`config.mk`:
```
export PLATFORM = sky130hd
export DESIGN_NAME = fgp_ctrl
export DESIGN_NICKNAME = d
export VERILOG_FILES = /design/src/sv/fgp_pkg.sv /design/src/sv/fgp_ctrl.sv
export SDC_FILE = /design/constraint.sdc
export NUM_CORES = 1
export LEC_CHECK = 0
export BUFFER_PORTS_ARGS = -buffer_cell sky130_fd_sc_hd__buf_2
export CORE_AREA = 2 2 39 41
export DETAILED_ROUTE_END_ITERATION = 16
export DIE_AREA = 0 0 41 43
export MAX_ROUTING_LAYER = met4
export PLACE_DENSITY = 0.46
export SLEW_MARGIN = 20
export SYNTH_ARGS = -nofsm -noshare
export SYNTH_HDL_FRONTEND = slang
export SYNTH_SLANG_ARGS = --single-unit
```
`constraint.sdc`:
```
create_clock -name i_clk -period 1.05 [get_ports i_clk]
set_input_delay 0.105 -clock i_clk [delete_from_list [all_inputs] [get_ports i_clk]]
set_output_delay 0.105 -clock i_clk [all_outputs]
set_load 0.03 [all_outputs]
```
`src/sv/fgp_pkg.sv`:
```
// Shared types, constants and codes of the FASTA genome packer.
package fgp_pkg;

    localparam int MaxChroms = 1024;
    localparam int PosBits   = 36;
    localparam int MaxShift  = 24;

    localparam logic [7:0] ChGt = 8'h3E;
    localparam logic [7:0] ChCr = 8'h0D;
    localparam logic [7:0] ChLf = 8'h0A;
    localparam logic [7:0] ChSp = 8'h20;
    localparam logic [7:0] ChTab = 8'h09;

    localparam logic [1:0] OP_TEXT  = 2'd0;
    localparam logic [1:0] OP_END   = 2'd1;
    localparam logic [1:0] OP_QUERY = 2'd2;

    localparam logic [2:0] K_BASE   = 3'd0;
    localparam logic [2:0] K_NAME   = 3'd1;
    localparam logic [2:0] K_RECORD = 3'd2;
    localparam logic [2:0] K_ANSWER = 3'd3;
    localparam logic [2:0] K_ERROR  = 3'd4;

    localparam logic [1:0] E_NONE  = 2'd0;
    localparam logic [1:0] E_EMPTY = 2'd1;
    localparam logic [1:0] E_FULL  = 2'd2;
    localparam logic [1:0] E_NOTAB = 2'd3;

    localparam logic [1:0] M_START = 2'd0;
    localparam logic [1:0] M_SEQ   = 2'd1;
    localparam logic [1:0] M_NAME  = 2'd2;
    localparam logic [1:0] M_REST  = 2'd3;

    localparam logic [0:0] A_PAD_SHIFT = 1'd0;
    localparam logic [0:0] A_SPACING   = 1'd1;

    typedef enum logic [2:0] {
        S_IDLE, S_OUT, S_SCAN, S_SCAN_WAIT, S_ANSWER
    } t_state;

    // controller -> datapath
    typedef struct packed {
        logic take;       // input item accepted while idle
        logic out_pop;    // head result taken
        logic scan_start; // begin table walk
        logic scan_step;  // advance walk
        logic scan_done;  // push query answer
    } t_cmd;

    // datapath -> controller
    typedef struct packed {
        logic has_out;    // a result waits
        logic is_query;   // accepted item is a query with a table
        logic scan_last;  // walk at final entry
    } t_status;

endpackage

```
`src/sv/fgp_ctrl.sv`:
```
// Controller: item acceptance, result draining and start table walk.
module fgp_ctrl (
    input  logic            i_clk,
    input  logic            i_rst_n,
    input  logic            i_in_valid,
    output logic            o_in_ready,
    input  logic            i_out_ready,
    output logic            o_out_valid,
    input  fgp_pkg::t_status i_status,
    output fgp_pkg::t_cmd   o_cmd
);
    import fgp_pkg::*;

    t_state r_state, n_state;

    always_ff @(posedge i_clk) begin
        if (!i_rst_n) begin
            r_state <= S_IDLE;
        end else begin
            r_state <= n_state;
        end
    end

    always_comb begin
        n_state = r_state;
        o_cmd = '0;
        o_in_ready = 1'b0;
        o_out_valid = 1'b0;
        case (r_state)
            S_IDLE: begin
                o_in_ready = 1'b1;
                if (i_in_valid) begin
                    o_cmd.take = 1'b1;
                    n_state = S_OUT;
                end
            end
            S_OUT: begin
                // results of a text byte or end of input; a query first walks
                if (i_status.is_query) begin
                    o_cmd.scan_start = 1'b1;
                    n_state = S_SCAN;
                end else if (!i_status.has_out) begin
                    n_state = S_IDLE;
                end else begin
                    o_out_valid = 1'b1;
                    if (i_out_ready) begin
                        o_cmd.out_pop = 1'b1;
                    end
                end
            end
            S_SCAN: begin
                o_cmd.scan_step = 1'b1;
                if (i_status.scan_last) begin
                    n_state = S_SCAN_WAIT;
                end
            end
            S_SCAN_WAIT: begin
                o_cmd.scan_step = 1'b1;
                n_state = S_ANSWER;
            end
            S_ANSWER: begin
                o_cmd.scan_done = 1'b1;
                n_state = S_OUT;
            end
            default: n_state = S_IDLE;
        endcase
    end
endmodule

```
==> results.py <==
metrics = {
    "floorplan": {
        "fp.dieArea_mm2": 0.00176,
        "chipWidth_um": 41,
        "die_y_um": 43,
        "ios": 14,
        "row_count": 14,
        "coreArea_mm2": 0.00138,
        "initial_utilization_pct": 11.8,
    },
    "placed_design": {
        "dpl.hpwl_um": 373,
        "pre_cts_slack_ns": -0.0566,
        "dpl_cell_area_um2": 314,
        "globalplace.congestion": 0.630,
        "portBuffers": 13,
    },
    "cts": {
        "clk_latency_ns": 0.24,
        "htreeDepth": 1,
        "clkTransAtPathRegs_ns": 0.04,
        "cts_sinks": 3,
        "cts_tree": "built",
        "numCtsBuffers": 3,
        "cts-root-buf": "clkbuf_4",
        "hold_buffers": 0,
        "clockBufferDepth": 2,
    },
    "yosys": {
        "synthAdderAreaFrac_pct": 0,
        "synth_cell_types": 12,
        "synthesis.area_um2": 164,
        "postSynthAreaPerCell_um2": 9.11,
        "seq_area_frac_synth_pct": 36.6,
        "yosys.area_share.simple_pct": 53.4,
        "synth_xor_area_share_pct": 0,
        "synth_nets": 25,
        "synth_compound_area_share_pct": 9.92,
        "syn_inst": 18,
        "synth.mux.area_fraction_pct": 0,
        "yosys_register_bits": 3,
        "synth_warnings": 0,
        "synth_top_family_by_area": "simple AND/OR/NAND/NOR gates",
    },
    "final_layout": {
        "largest_register_ffs": 3,
        "final_area_um2": 419,
        "fill_cells": 147,
        "diodes": 0,
        "top_regs": "r_state x3",
        "syn_to_final_growth_pct": 156,
        "drive_above_1_share_pct": 81.0,
        "regArea_um2": 63.8,
        "final_util_pct": 30.3,
        "multiInputGateArea_um2": 135,
        "largest-register": "r_state",
        "fin_nets": 50,
    },
    "global_routing": {
        "grt-ovfl-total": 0,
        "use_met2_pct": 10.6,
        "grt_use_met1_pct": 6.43,
        "busiest_layer": "met2",
        "grt_max_degree": 6,
        "grt_pass1_vias": 188,
        "use_met3_pct": 4.71,
        "grtUsageTotal_pct": 7.41,
        "grt_pass1_wl_um": 786,
        "antenna_found_initial": 0,
    },
    "timing": {
        "fmax_mhz": 785,
        "tightest_slew_ns": 0.158,
        "rsz0062_at_grt": "yes",
        "max_slew_margin_pct": 89.4,
        "period_needed_ns": 1.27,
        "timing.final.ws_setup_ns": -0.224,
        "setup-tns-final_ns": -1.18,
        "hold_violations": 0,
        "finClkSkew_ns": 0.00585,
        "post-route-period-util_pct": 121,
        "setup_viol": 9,
        "drv_slew": 0,
    },
    "pwr": {
        "ir_drop_uv": 353,
        "power_density_mw_per_mm2": 1170,
        "p_leak_nw": 0.208,
    },
    "critical_path": {
        "crit_fanout": 3,
        "slowest_delay_ns": 0.32,
        "critPathSlowestCell": "dfxtp_2",
        "setup.worst_path.class": "flip-flop to output port",
        "critical_path_required_ns": 0.94,
        "cp.depth": 4,
        "worstRegToRegCells": 5,
        "cp-end-kind": "output port",
        "crit_chain": "nor2_2 -> and4b_4 -> and2_4 -> buf_6",
        "start_kind": "flip-flop",
        "cp_top_family": "simple AND/OR/NAND/NOR gates",
        "arrival_ns": 1.17,
        "r2r_end": "r_state[0]$_SDFFE_PN0P_",
        "rr_startpoint": "r_state[2]$_SDFFE_PN0P_",
        "ff2ff_setup_slack_ns": -0.05,
        "crit_buf_inv": 1,
    },
    "route": {
        "wirelength_um": 554,
        "via_count": 225,
        "firstDrtPassIters": 4,
        "wire_per_inst_um": 9.55,
        "ant_nets": 0,
        "drt_iter0_drc": 1,
        "viasPerCell": 3.88,
        "drt_drc_violations_left": 0,
    },
    "hold_path": {
        "whs_path_depth": 2,
        "hp-class": "primary input to flip-flop",
        "min_from": "i_rst_n",
        "holdPathEnd": "r_state[1]$_SDFFE_PN0P_",
    },
    "job": {
        "drv_cap": 0,
    },
    "status": {
        "violations": "setup timing",
        "outcome": "finished, violations left",
    },
}
[what timing repair did]
action,CTS,global route
setup buffers,1,2
setup endpoints to repair,7,9
resized for setup,12,7
hold endpoints to repair,0,0
pin swaps,3,1
[where the power goes]
group	leakage [nW]	internal (mW)	switching, mW	total (mW)
Sequential	0.0258	0.122	0.00724	0.129
Clock	0.0150	0.143	0.0661	0.209
Combinational	0.167	0.0825	0.0715	0.154
Total	0.208	0.347	0.145	0.492
[worst max path at each step]
| stage | slack (ns) | endpoint | from |
|---|---|---|---|
| 2_1_floorplan | -0.10 | o_cmd[4] | r_state[1]$_SDFFE_PN0P_ |
| 3_3_place_gp | -0.05 | o_cmd[3] | r_state[2]$_SDFFE_PN0P_ |
| 3_5_place_dp | -0.06 | o_cmd[3] | r_state[2]$_SDFFE_PN0P_ |
| 4_1_cts | -0.24 | o_cmd[3] | r_state[1]$_SDFFE_PN0P_ |
| 5_1_grt | -0.29 | o_cmd[3] | r_state[1]$_SDFFE_PN0P_ |
| 6_report | -0.22 | o_cmd[3] | r_state[1]$_SDFFE_PN0P_ |
[per-stage QoR]
stage,hold slack (ns),power (mW),instances
3_3_place_gp,0.349,0.255,51
3_5_place_dp,0.350,0.255,51
4_1_cts,0.108,0.490,56
2_1_floorplan,0.222,0.200,18
5_1_grt,0.126,0.524,58
6_report,0.126,0.492,58
[cell families (layout without fill, tap and decap cells)]
kind of cell	Yosys count	after routing
AOI/OAI and AO/OA	2	2
and+or+nand+nor	13	13
buffers and inverters	0	24
DFF	3	3
[layout make-up]
cell class                 count  share of cell area (%)
sequential                     3                    15.2
clock buffer                   4                    6.27
tap                           16                    4.78
multi-input combinational     15                    32.2
timing repair buffer          20                    41.5
[Yosys cell counts]
cell,count,area (um2)
and3_1,2,12.5
o31a_1,1,8.76
and3b_1,1,8.76
nor2b_1,1,6.26
dfxtp_1,3,60.1
nor3_1,2,10.0
nor2b_2,1,8.76
and4b_4,1,13.8
nor2_1,2,7.51
and2_1,2,12.5
nor3b_1,1,7.51
o21a_1,1,7.51
[metal layers]
| metal | share of wire (%) | vias to the layer above | wire length (um) |
|---|---|---|---|
| met5 | 0 | - | 0 |
| met4 | 0 | 0 | 0 |
| met1 | 35 | 102 | 193 |
| met3 | 7.6 | 0 | 42 |
| met2 | 57 | 10 | 318 |
| li1 | - | 113 | - |
[cell usage in the layout (no fill, tap or decap), drive strengths merged]
| cell type | count |
|---|---|
| and3b | 1 |
| and4b | 1 |
| and2 | 2 |
| dfxtp | 3 |
| o31a | 1 |
| o21a | 1 |
| nor2b | 2 |
| nor3b | 1 |
| nor3 | 2 |
| buf | 20 |
| nor2 | 2 |
| and3 | 2 |
| clkbuf | 4 |
Power figures use the tool's default switching activity.
